**config.mk**
```make
export PLATFORM = sky130hd
export DESIGN_NAME = bb_queue
export DESIGN_NICKNAME = d
export VERILOG_FILES = /design/src/hdl/bb_pkg.sv /design/src/hdl/bb_queue.sv
export SDC_FILE = /design/constraint.sdc
export NUM_CORES = 1
export LEC_CHECK = 0
export BUFFER_PORTS_ARGS = -buffer_cell sky130_fd_sc_hd__clkbuf_2
export CAP_MARGIN = 20
export CORE_AREA = 2 2 209 211
export DETAILED_ROUTE_END_ITERATION = 7
export DIE_AREA = 0 0 211 213
export PLACE_DENSITY = 0.69
export SYNTH_ARGS = -nofsm -noshare
export SYNTH_HDL_FRONTEND = slang
export SYNTH_SLANG_ARGS = --single-unit
```
**constraint.sdc**
```tcl
create_clock -name aclk -period 13.7 [get_ports aclk]
set_input_delay 0.685 -clock aclk [delete_from_list [all_inputs] [get_ports aclk]]
set_output_delay 0.685 -clock aclk [all_outputs]
set_load 0.02 [all_outputs]
```
**src/hdl/bb_pkg.sv**
```systemverilog
// ----------------------------------------------------------------------------
// bb_pkg: shared types and helpers for the 3x3 box blur
// Holds the window type, the result job passed from front to back, and
// the reciprocal table used by the rounding divider.
// ----------------------------------------------------------------------------
`timescale 1ns / 1ps
`default_nettype none
package bb_pkg;

    localparam int MAX_LINE_WIDTH_DEF = 1024;
    localparam int QUEUE_DEPTH        = 2;
    localparam int RECIP_SHIFT        = 16;

    // register indexes on the config port
    localparam logic REG_FRAME_WIDTH  = 1'b0;
    localparam logic REG_FRAME_HEIGHT = 1'b1;

    // nine pixels, index row*3+col, row 0 = two rows up, col 0 = two columns left
    typedef logic [8:0][23:0] bb_win_t;

    // one result to compute
    typedef struct packed {
        bb_win_t     win;
        logic [15:0] row;
        logic [9:0]  col;
        logic [1:0]  row_start;
        logic [1:0]  col_start;
        logic        run_last;
        logic        frame_last;
    } bb_job_t;

    // floor(2^16 / (2*n)) for the pixel counts that can occur
    function automatic logic [15:0] bb_recip(input logic [3:0] n);
        logic [15:0] m;
        begin
            case (n)
                4'd1:    m = 16'd32768;
                4'd2:    m = 16'd16384;
                4'd3:    m = 16'd10922;
                4'd4:    m = 16'd8192;
                4'd6:    m = 16'd5461;
                4'd9:    m = 16'd3640;
                default: m = 16'd0;
            endcase
            return m;
        end
    endfunction

endpackage
`default_nettype wire

```
**src/hdl/bb_queue.sv**
```systemverilog
// ----------------------------------------------------------------------------
// bb_queue: short job queue between front and back
// Two-entry register queue so the front and the back stall independently.
// ----------------------------------------------------------------------------
`timescale 1ns / 1ps
`default_nettype none
module bb_queue
    import bb_pkg::*;
(
    input  wire logic    aclk,
    input  wire logic    aresetn,
    input  wire logic    push,
    input  bb_job_t      push_data,
    output logic         full,
    input  wire logic    pop,
    output bb_job_t      pop_data,
    output logic         empty
);

    localparam int PW = (QUEUE_DEPTH > 1) ? $clog2(QUEUE_DEPTH) : 1;
    localparam int NW = $clog2(QUEUE_DEPTH + 1);

    bb_job_t       mem_reg [QUEUE_DEPTH];
    logic [PW-1:0] wp_reg, rp_reg;
    logic [NW-1:0] cnt_reg;

    assign full     = (cnt_reg == NW'(QUEUE_DEPTH));
    assign empty    = (cnt_reg == '0);
    assign pop_data = mem_reg[rp_reg];

    // pointers and fill count
    always_ff @(posedge aclk) begin
        if (!aresetn) begin
            wp_reg  <= '0;
            rp_reg  <= '0;
            cnt_reg <= '0;
        end else begin
            if (push) begin
                wp_reg <= (wp_reg == PW'(QUEUE_DEPTH - 1)) ? '0 : wp_reg + PW'(1);
            end
            if (pop) begin
                rp_reg <= (rp_reg == PW'(QUEUE_DEPTH - 1)) ? '0 : rp_reg + PW'(1);
            end
            if (push && !pop) begin
                cnt_reg <= cnt_reg + NW'(1);
            end else if (pop && !push) begin
                cnt_reg <= cnt_reg - NW'(1);
            end
        end
    end

    always_ff @(posedge aclk) begin
        if (push) begin
            mem_reg[wp_reg] <= push_data;
        end
    end

    a_no_overflow: assert property (@(posedge aclk) disable iff (!aresetn)
        full |-> !push)
        else $error("job pushed into full queue");
    a_no_underflow: assert property (@(posedge aclk) disable iff (!aresetn)
        empty |-> !pop)
        else $error("job popped from empty queue");
    a_count_range: assert property (@(posedge aclk) disable iff (!aresetn)
        cnt_reg <= NW'(QUEUE_DEPTH))
        else $error("queue count out of range");

endmodule
`default_nettype wire

```
# == Word level (Yosys, flattened, before mapping) ==
# Memories as Yosys holds them, arrays and structs flattened. A register that Yosys moved wholly into a read port is not among the register bits.
# Index checks and enable logic that the tools add are counted.
# classes
add_sub_neg,4
eq_ne,1
n_mux,8
n_reduce_logical,6
# ops
op,count
$mux 1,6
$mux 2,2
$add 1x1->1 const B,2
$add 2x1->2 const B,1
$eq 2x2->1 const B,1
$logic_and 1x1->1,2
$logic_not 1->1,2
$logic_not 2->1,1
$reduce_bool 2->1,1
$sub 2x1->2 const B,1
# totals
regBits,4
ramBits,496
output_inout_bits,250
wordCells,23
mem_count,1
# mem_list
memory,depth,width,read_ports,rd_ports_with_merged_regs,write_ports,line,rtl
mem_reg,2,248,1,1,1,bb_queue.sv:23,bb_job_t mem_reg [QUEUE_DEPTH];

# == Logic depth before layout (Yosys ltp) ==
# depth
ltp_word,4
depth_mapped,5
depth_no_buf,5

# == Least setup slack after synthesis ==
# OpenSTA, ideal clock, no wires.
# synth_path
path_type,input-to-reg
startpoint,input port push
endpoint,register wp_reg
setup_time_ps,109
t_arrival_ps,12215
t_required_ps,13591
slack_ps,1376
cell_stages,2
path_buffers,0
path_cell_list,nor2b_1 > o21a_1
# synth_lines
item,line,rtl
"start, declared",bb_queue.sv:12,"input wire logic push,"
"end signal, assigned",bb_queue.sv:39,wp_reg <= (wp_reg == PW'(QUEUE_DEPTH - 1)) ? '0 : wp_reg + PW'(1);
"end, declared",bb_queue.sv:24,"logic [PW-1:0] wp_reg, rp_reg;"

==> flow_summary.ini <==
[status]
outcome = finished clean

[clock_network]
cts_buffers = 51
insertion_delay_ns = 0.57
cts_tree = built
cts_hold_buf = 0
clock_sinks = 501
cts_root_buf = clkbuf_16
htreeDepth = 2
clkTransAtPathRegs_ns = 0.06
cts_setup_buffers = 0
cts.repair.resized = 0
cts_buffer_depth = 3

[cells_and_area]
n_fill_cell = 3289
final_nets = 1583
largest_register_ffs = 496
syn_to_final_growth_pct = 24.1
drive_above_1_share_pct = 60.6
layout_common_cells = clkbuf_2 (501), edfxtp_1 (496), mux2_4 (201)
final_common_cell = clkbuf_2

[synthesis]
netlist.area_leader.share_pct = 78.3
avgSynthCellArea_um2 = 23.9
synth_area_mm2 = 0.0190
syn_nets = 1047
post_synth_num_cell_types = 19
synth_area_leaders = edfxtp_1 (78%), mux2_4 (16%), mux2_2 (2.8%), buf_8 (0.87%), buf_6 (0.83%)
seq_area_frac_synth_pct = 78.9
post-synth-top-area-cell = edfxtp_1
yosysWarnings = 0
ys_seq_elements = 501
synthCells = 794

[timing]
slew_headroom_pct = 30.9
fmax_mhz = 215
slew_violations = 0
worst_pin_slew_ns = 1.04
final-hold-violation-count = 0
worst_slack_ns = 9.04
skew_ns = 0.0133
period_minus_slack_ns = 4.66
setup_viol = 0
fin_setup_tns_ns = 0
grt_setup_unrepaired = no
period_share_pct = 34.0

[worst_setup_path]
crit_path_end_kind = output pin
timing.rr.end = mem_reg[0][143]$_DFFE_PP_
slowest_stage = dfxtp_4
cp_common_cell = buf_4
crit_required_ns = 13.02
path_depth = 4
critPathMaxFanout = 60
crit_path_end = pop_data[212]
reg2reg_setup_slack_ns = 10.64
cp_num_buf_inv = 3
cp_top_family = buffers and inverters
startpoint_type = flop
reg2reg_depth = 3
crit_type = flop to output pin
crit_chain = buf_4, buf_4, mux2_2, clkbuf_2
arrival_ns = 3.97
reg2reg_from = wp_reg$_SDFFE_PN0P_
slowest_delay_ns = 1.00

[floorplan]
die_x_um = 211
core_area_mm2 = 0.0427
die_h_um = 213
die-area_mm2 = 0.0449
num_rows = 76
ios = 502
initial_core_util_pct = 44.5

[pwr]
leakagePower_nw = 9.37
p_seq_share_pct = 50.2
cellPowerDensity_mw_per_mm2 = 152
clockPowerShare_pct = 37.5
netSwitchingPower_mw = 0.824
intPower_mw = 2.77
switching_share_pct = 23.0
pwr-share-comb_pct = 12.2
ir_drop_mv = 0.124

[placed_design]
port_buffers = 501
preCtsSetupSlack_ns = 9.58
hpwl_mm = 27.4
gp_congestion = 0.835

[drt]
avgViaCountPerCell = 4.88
drt_iter0_drc = 548
drc = 0
drt-total-wl_mm = 39.5
ant_nets = 0
vias = 9371
first_pass_iters = 4
routedWlPerCell_um = 20.6

[global_route]
grt_pass1_vias = 9678
grt_pass1_wl_mm = 56.1
antenna_found_initial = 4
grt_max_degree = 127
overflow = 0
grt_usage_pct = 16.9

[job]
maxCapViolCount = 0

[hold_path]
hp-class = input port to flop
==> routing by layer <==
layer  track usage (%)  up-vias  part of all wire, %
li1                  -     4249                    -
met1              19.2     4635                   37
met2              28.4      410                   50
met3              7.52       73                   10
met4              5.78        4                  2.6
met5                 0        -                0.061
==> through the flow <==
stage	power [mW]	cell area (um2)	utilization [%]	hold slack, ns	std cells
2_1_floorplan	2.16	19000	-	0.473	794
3_3_place_gp	2.27	21900	51.4	0.489	1823
3_5_place_dp	2.28	21900	51.4	0.529	1823
4_1_cts	3.63	23600	55.3	0.260	1917
5_1_grt	3.72	23600	55.3	0.256	1919
6_report	3.59	23600	55.3	0.303	1919
==> final cells by class <==
type,count,area (um2),area share [%]
antenna,2,5.00,0.0212
clock buffer,62,1360,5.76
clock inverter,32,282,1.19
inverter,1,3.75,0.0159
multi-input combinational,264,3670,15.6
sequential,501,15000,63.6
tap,546,683,2.90
timing repair buffer,511,2590,11.0
==> power by group through the flow <==
stage               clock [mW]  sequential [mW]  combinational, mW
floorplan                    0             1.85              0.311
detailed placement           0             1.84              0.445
global placement             0             1.83              0.440
CTS                       1.38             1.81              0.447
finish                    1.35             1.80              0.440
global route              1.44             1.81              0.467
==> worst min path at each step <==
stage | startpoint | endpoint | cells past startpoint | slack, ns
final | push_data[0] | mem_reg[0][0]$_DFFE_PP_ | 1 | 0.30
after global routing | push_data[43] | mem_reg[0][43]$_DFFE_PP_ | 1 | 0.26
after CTS | push_data[0] | mem_reg[0][0]$_DFFE_PP_ | 1 | 0.26
after detailed placement | cnt_reg[1]$_SDFFE_PN0P_ | cnt_reg[1]$_SDFFE_PN0P_ | 2 | 0.53
after global placement | cnt_reg[1]$_SDFFE_PN0P_ | cnt_reg[1]$_SDFFE_PN0P_ | 2 | 0.49
after floorplan | cnt_reg[1]$_SDFFE_PN0P_ | cnt_reg[1]$_SDFFE_PN0P_ | 2 | 0.47
==> synthesized netlist by cell type <==
cell and number:
a21boi_0 1, and2_1 4, buf_12 1, buf_2 2
buf_6 14, buf_8 11, dfxtp_1 5, edfxtp_1 496
ha_1 1, inv_1 1, mux2_2 47, mux2_4 201
nor2_1 1, nor2b_1 3, o21a_1 1, o21ai_0 1
or3_1 1, xnor2_1 1, xor2_1 2
==> cells by family (layout without fill, tap and decap cells) <==
group / Yosys count / after routing / share of synthesized area [%]
DFF: 501 / 501 / 78.9
xor gates and xnor gates: 3 / 3 / 0.138
AOI/OAI and AO/OA: 3 / 3 / 0.105
adders and majority gates: 1 / 1 / 0.0658
muxes: 248 / 248 / 18.7
other: 0 / 2 / 0
and+or+nand+nor: 9 / 9 / 0.283
buffers and inverters: 29 / 606 / 1.88
Power figures use the tool's default switching activity.
