<file path="src/hdl/bb_pkg.sv">
// ----------------------------------------------------------------------------
// bb_pkg: shared types and helpers for the 3x3 box blur
// Holds the window type, the result job passed from front to back, and
// the reciprocal table used by the rounding divider.
// ----------------------------------------------------------------------------
`timescale 1ns / 1ps
`default_nettype none
package bb_pkg;

    localparam int MAX_LINE_WIDTH_DEF = 1024;
    localparam int QUEUE_DEPTH        = 2;
    localparam int RECIP_SHIFT        = 16;

    // register indexes on the config port
    localparam logic REG_FRAME_WIDTH  = 1'b0;
    localparam logic REG_FRAME_HEIGHT = 1'b1;

    // nine pixels, index row*3+col, row 0 = two rows up, col 0 = two columns left
    typedef logic [8:0][23:0] bb_win_t;

    // one result to compute
    typedef struct packed {
        bb_win_t     win;
        logic [15:0] row;
        logic [9:0]  col;
        logic [1:0]  row_start;
        logic [1:0]  col_start;
        logic        run_last;
        logic        frame_last;
    } bb_job_t;

    // floor(2^16 / (2*n)) for the pixel counts that can occur
    function automatic logic [15:0] bb_recip(input logic [3:0] n);
        logic [15:0] m;
        begin
            case (n)
                4'd1:    m = 16'd32768;
                4'd2:    m = 16'd16384;
                4'd3:    m = 16'd10922;
                4'd4:    m = 16'd8192;
                4'd6:    m = 16'd5461;
                4'd9:    m = 16'd3640;
                default: m = 16'd0;
            endcase
            return m;
        end
    endfunction

endpackage
`default_nettype wire

</file>
<file path="src/hdl/bb_back.sv">
// ----------------------------------------------------------------------------
// bb_back: clipped window mean with half-up rounding
// Sums the clipped neighborhood, divides by reciprocal multiply with one
// correction step, and holds the result in the output register.
// ----------------------------------------------------------------------------
`timescale 1ns / 1ps
`default_nettype none
module bb_back
    import bb_pkg::*;
(
    input  wire logic        aclk,
    input  wire logic        aresetn,
    input  wire logic        job_empty,
    input  bb_job_t          job_data,
    output logic             job_pop,
    output logic             out_valid,
    input  wire logic        out_ready,
    output logic [15:0]      out_row,
    output logic [9:0]       out_col,
    output logic [7:0]       out_blue,
    output logic [7:0]       out_green,
    output logic [7:0]       out_red,
    output logic             out_run_last,
    output logic             out_frame_last
);

    localparam logic [1:0] B_IDLE = 2'd0;
    localparam logic [1:0] B_MUL  = 2'd1;
    localparam logic [1:0] B_FIX  = 2'd2;

    logic [1:0]  state_reg;
    logic [12:0] num_reg  [3];
    logic [28:0] prod_reg [3];
    logic [3:0]  n_reg;
    logic [15:0] row_reg;
    logic [9:0]  col_reg;
    logic        rl_reg, fl_reg;
    logic        ov_reg;
    logic [7:0]  ob_reg, og_reg, or_reg;
    logic [15:0] orow_reg;
    logic [9:0]  ocol_reg;
    logic        orl_reg, ofl_reg;

    logic [11:0] sum [3];
    logic [3:0]  n_cnt;
    logic [12:0] q0 [3];
    logic [12:0] rem [3];
    logic [7:0]  q [3];
    logic [12:0] dv;
    logic        out_free;

    assign out_free = !ov_reg || out_ready;
    assign job_pop  = (state_reg == B_IDLE) && !job_empty;

    // clipped neighborhood sums
    always_comb begin
        n_cnt = 4'd0;
        for (int ch = 0; ch < 3; ch++) begin
            sum[ch] = 12'd0;
        end
        for (int i = 0; i < 3; i++) begin
            for (int j = 0; j < 3; j++) begin
                if (2'(i) >= job_data.row_start && 2'(j) >= job_data.col_start) begin
                    n_cnt = n_cnt + 4'd1;
                    for (int ch = 0; ch < 3; ch++) begin
                        sum[ch] = sum[ch] + 12'(job_data.win[i*3 + j][ch*8 +: 8]);
                    end
                end
            end
        end
    end

    // quotient estimate correction
    always_comb begin
        dv = {8'd0, n_reg, 1'b0};
        for (int ch = 0; ch < 3; ch++) begin
            q0[ch]  = prod_reg[ch][RECIP_SHIFT +: 13];
            rem[ch] = num_reg[ch] - 13'(q0[ch] * dv);
            q[ch]   = (rem[ch] >= dv) ? 8'(q0[ch] + 13'd1) : q0[ch][7:0];
        end
    end

    always_ff @(posedge aclk) begin
        if (!aresetn) begin
            state_reg <= B_IDLE;
            ov_reg    <= 1'b0;
        end else begin
            case (state_reg)
                B_IDLE: begin
                    if (!job_empty) begin
                        state_reg <= B_MUL;
                    end
                end
                B_MUL: state_reg <= B_FIX;
                B_FIX: begin
                    if (out_free) begin
                        state_reg <= B_IDLE;
                    end
                end
                default: state_reg <= B_IDLE;
            endcase
            if (state_reg == B_FIX && out_free) begin
                ov_reg <= 1'b1;
            end else if (out_ready) begin
                ov_reg <= 1'b0;
            end
        end
    end

    // datapath stages
    always_ff @(posedge aclk) begin
        if (job_pop) begin
            for (int ch = 0; ch < 3; ch++) begin
                num_reg[ch] <= {sum[ch], 1'b0} + 13'(n_cnt);
            end
            n_reg   <= n_cnt;
            row_reg <= job_data.row;
            col_reg <= job_data.col;
            rl_reg  <= job_data.run_last;
            fl_reg  <= job_data.frame_last;
        end
        if (state_reg == B_MUL) begin
            for (int ch = 0; ch < 3; ch++) begin
                prod_reg[ch] <= 29'(num_reg[ch]) * 29'(bb_recip(n_reg));
            end
        end
        if (state_reg == B_FIX && out_free) begin
            ob_reg   <= q[0];
            og_reg   <= q[1];
            or_reg   <= q[2];
            orow_reg <= row_reg;
            ocol_reg <= col_reg;
            orl_reg  <= rl_reg;
            ofl_reg  <= fl_reg;
        end
    end

    assign out_valid      = ov_reg;
    assign out_row        = orow_reg;
    assign out_col        = ocol_reg;
    assign out_blue       = ob_reg;
    assign out_green      = og_reg;
    assign out_red        = or_reg;
    assign out_run_last   = orl_reg;
    assign out_frame_last = ofl_reg;

endmodule
`default_nettype wire

</file>
<file path="config.mk">
export PLATFORM = sky130hd
export DESIGN_NAME = bb_back
export DESIGN_NICKNAME = d
export VERILOG_FILES = /design/src/hdl/bb_pkg.sv /design/src/hdl/bb_back.sv
export SDC_FILE = /design/constraint.sdc
export NUM_CORES = 2
export LEC_CHECK = 0
export ABC_AREA = 1
export BUFFER_PORTS_ARGS = -buffer_cell sky130_fd_sc_hd__buf_2
export CAP_MARGIN = 20
export CORE_MARGIN = 5
export CORE_UTILIZATION = 45
export CTS_BUF_LIST = sky130_fd_sc_hd__clkbuf_8
export DETAILED_ROUTE_END_ITERATION = 10
export HOLD_SLACK_MARGIN = 0.02
export MAX_ROUTING_LAYER = met4
export PLACE_DENSITY_LB_ADDON = 0.1
export SYNTH_ARGS = -nofsm -noshare
export SYNTH_HDL_FRONTEND = slang
export SYNTH_SLANG_ARGS = --single-unit
</file>
<file path="constraint.sdc">
create_clock -name aclk -period 12.2 [get_ports aclk]
set_clock_uncertainty 0.15 [all_clocks]
set_input_delay 1.22 -clock aclk [delete_from_list [all_inputs] [get_ports aclk]]
set_output_delay 1.22 -clock aclk [all_outputs]
set_load 0.02 [all_outputs]
</file>
# Word level (Yosys, flattened, before mapping)
# Memory sizes are Yosys's and may differ from the RTL's.
# Cells that the tools add are included.
# totals
regBits	87
ramBits	126
in_bits	252
output_inout_bits	54
wordCells	131
n_memories	2
# memory_table
name	depth	width	read_ports	rd_clocked_by_memory_dff	write_ports	line_no	rtl
prod_reg	3	29	3	0	3	bb_back.sv:33	logic [28:0] prod_reg [3];
num_reg	3	13	3	0	3	bb_back.sv:32	logic [12:0] num_reg [3];
# op_classes
addsub	41
n_mul	6
magnitude_cmp	9
n_eq_ne	10
muxes	32
reduce_logical	17
# ops
operator	count
$add 12x8->12	24
$mux 36	8
$pmux 16 s6	1
$mul 13x16->29	3
$add 13x4->13	3
$ge 13x5->1	3
$mul 13x4->12	3
$sub 13x13->13	3
$add 4x1->4 const B	8
$mux 32	1
$mux 4	8
$add 8x1->8 const B	3
$mux 8	3
$mux 16	1
$logic_and 1x1->1	11
$eq 4x2->1 const B	2
$eq 4x3->1 const B	2
$ge 1x2->1 const A	4
$mux 1	7
$pmux 2 s3	1
$eq 4x1->1 const B	1
$eq 4x4->1 const B	1
$ge 2x2->1 const A	2
$mux 2	2
other kinds (8)	10

# Longest topological paths before layout
# logic_depth
ltp_word	20
ltp_mapped	67

# Worst setup path before layout
# Ideal clock, no wire load.
# synth_path
kind	input-to-reg
start	in job_data[3] (netlist name)
end	mem num_reg[0][12] (data pin)
setup_time_ns	0.253
t_arrival_ns	9.307
setup_slack_ns	2.490
cell_stages	49
cell_sequence	nor2_4 -> nand2_4 -> clkbuf_1 -> clkbuf_1 -> nor2_1 -> ha_1 -> inv_1 -> fa_1 -> nor2_1 -> inv_1 -> fa_1 -> nor2_1 -> inv_1 -> fa_1 -> or2_2 -> o21ai_0 -> inv_1 -> fa_1 -> [13 not listed] -> nand2_1 -> nor2_1 -> a211oi_1 -> nor2_1 -> nor2_1 -> nor2_1 -> nor2_1 -> nor2_1 -> inv_1 -> nand3_1 -> nor4_1 -> nand4_1 -> nor2_1 -> nand3_1 -> a21oi_1 -> nand2_1 -> nor2_1 -> nor2_1
# synth_lines
item	line_no	rtl
start, declared	bb_back.sv:14	input bb_job_t job_data,
end, declared	bb_back.sv:32	

==> results_dict.tcl <==
set metrics [dict create \
    cts.path.max_buffers 2 \
    nets 6115 \
    status "completed" \
    fmax_mhz 96.4 \
    drt_wl_total_um 96400 \
    clk-insertion-delay-late_ns 0.57 \
    grt_pass1_wl_um 154000 \
    critical_path_class "input port to flop" \
    grt_pass1_vias 29200 \
    finalSetupViolCount 0 \
    io_buffers 305 \
    nFillCells 7992 \
    ys_seq_area_share_pct 13.1 \
    end_kind "flop" \
    finalHoldViolations 0 \
    leakage_uw 0.0218 \
    async_flop_share_pct 0 \
    r2r_slack_ns 3.78 \
    area_growth_pct 9.22 \
    synth_area_sq_um 36300 \
    min_period_over_period_pct 85.1 \
    cts_resized 0 \
    synth_cell_types 57 \
    postCtsSetupRepairBufs 0 \
    cts_hold_buf 0 \
    drtIter0Drc 1139 \
    detail-route-antenna-nets 0 \
    fin_tns_setup_ns 0 \
    cts_tree "done" \
    overflow 0 \
    final_area_sq_um 39600 \
    ys_ff_latch 159 \
    syn_avg_cell_area_sq_um 7.85 \
    rsz0062_at_grt "false" \
    fin_cells 6002 \
    ys.flop_type "edfxtp_1" \
    maxCapViolCount 0 \
    critPathLaunch "job_data[3]" \
    dp_cells 5951 \
    start_kind "input port" \
    hpwlAfterDp_um 84300 \
    numCtsBuffers 17 \
    synth_top_area_share_pct 25.5 \
    slowest_stage "fa_1" \
    antenna_found_initial 18 \
    cts_max_level 4 \
    critPathMaxStageDelay_ns 0.52 \
    finalWorstPathRequiredPeriod_ns 10.38 \
    reg2reg_from "n_reg[1]" \
    drc 0 \
    ff2ff_path_depth 31 \
    p_per_area_nw_per_um2 113 \
    irDropWorstVdd_mv 0.0964 \
    endpoint "num_reg[0][24]" \
    viasPerCell 4.86 \
    dpl-instance-area_sq_um 39100 \
    vias 29200 \
    grt_start_max_net_pins 69 \
    die_h_um 294 \
    start_util_pct 45.2 \
    r2r_end "prod_reg[0][25]" \
    num_rows 104 \
    die_w_um 294 \
    place.gp.congestion 0.924 \
    wire_per_inst_um 16.1 \
    synth_edf_count 156 \
    core_area_sq_um 80300 \
    drive_gt1_share_pct 10.2 \
    drv_slew 0 \
    synthTopCellsByArea "fa_1 (25%), ha_1 (17%), edfxtp_1 (13%)" \
    required_ns 12.35 \
    tightest_slew_ns 0.956 \
    crit_fanout 21 \
    clockRootBuffer "clkbuf_8" \
    crit_arrival_ns 10.53 \
    hold_path_class "flop to flop" \
    multiInputGateArea_sq_um 27300 \
    ys_warn_count 0 \
    yosysTopAreaCell "fa_1" \
    clkSlewWorstSetupHoldPaths_ns 0.10 \
    clkSinkCount 159 \
    synth_cells 4622 \
    die-area_sq_um 86400 \
    regArea_sq_um 4740 \
    slew_headroom_pct 36.1 \
    track_usage_pct 23.2 \
    worst_path_most_repeated_cell "inv_1" \
    mostFrequentLayoutCells "inv_1 (1054), nand2_1 (803), ha_1 (491)" \
    layout_commonest_cell "inv_1" \
    dr.pass1.iters 5 \
    io_pins 306 \
]
routing by layer:
layer  vias to the layer above  routed length, um  track usage (%)
met5                         -                  0                -
met4                         0               1470             4.10
met3                        83               5000             3.78
met2                       600              46300             38.5
met1                     13600              43600             30.5
li1                      14900                  -                -
cell families after synthesis:
group	count (synthesis)	share of synthesized area, %
flops	159	13.1
compound gates	506	7.65
xor+xnor	245	5.92
mux	4	0.121
buf+inv	1145	11.9
other cells	1	0.0103
simple gates	1609	18.9
fa+ha+maj	953	42.4
critical path, delay by kind of cell:
kind	cells	cell delay, ns
compound gates	4	1.35
fa+ha+maj	10	4.36
simple gates	15	2.61
xor+xnor	1	0.12
buf+inv	11	0.87
final cells by class:
class                   count  share of cell area [%]
inverters                1068                    10.1
clock buffers              17                   0.591
repair buffers            335                    4.42
clock inverters            15                   0.524
multi-input cells        3329                    68.9
diodes                     19                   0.120
well taps                1060                    3.35
flip-flops and latches    159                    12.0
worst min-delay path by stage:
stage                start           to  slack [ns]  cells past startpoint
2_1_floorplan   col_reg[0]   out_col[0]        0.25                      0
3_5_place_dp   row_reg[13]  out_row[13]        0.25                      0
3_3_place_gp    row_reg[4]   out_row[4]        0.25                      0
6_report        col_reg[9]   out_col[9]        0.27                      0
5_1_grt         col_reg[8]   out_col[8]        0.28                      0
4_1_cts         col_reg[9]   out_col[9]        0.28                      0
where the power goes:
part           internal [uW]  switching [uW]  leakage [uW]
clock network            179             263      0.000221
registers                709             102       0.00150
logic                   1310            1900        0.0201
total                   2200            2270        0.0218
through the flow:
step                      util [%]  setup WS, ns  hold WS [ns]  total power [uW]
final                         49.3          1.82         0.275              4470
after global routing          49.3          1.18         0.278              5060
after global placement        48.7          1.47         0.250              4010
after floorplan                  -          2.49         0.250              3250
after detailed placement      48.7          1.22         0.255              4030
after CTS                     49.3          1.85         0.276              4520
Yosys cell counts (15+ instances only):
cell	n
nor3_1	30
fa_1	462
xor2_1	149
a31oi_1	15
nand2_2	38
xnor2_1	96
a21oi_1	226
edfxtp_1	156
nand2_1	803
nand4_1	36
clkbuf_1	61
nor2_1	485
or2_2	23
ha_1	491
a211oi_1	20
nand3_1	119
o21ai_0	177
nand3_2	19
o21bai_1	27
inv_1	1054
No activity file was read; power rests on OpenSTA's default activity.
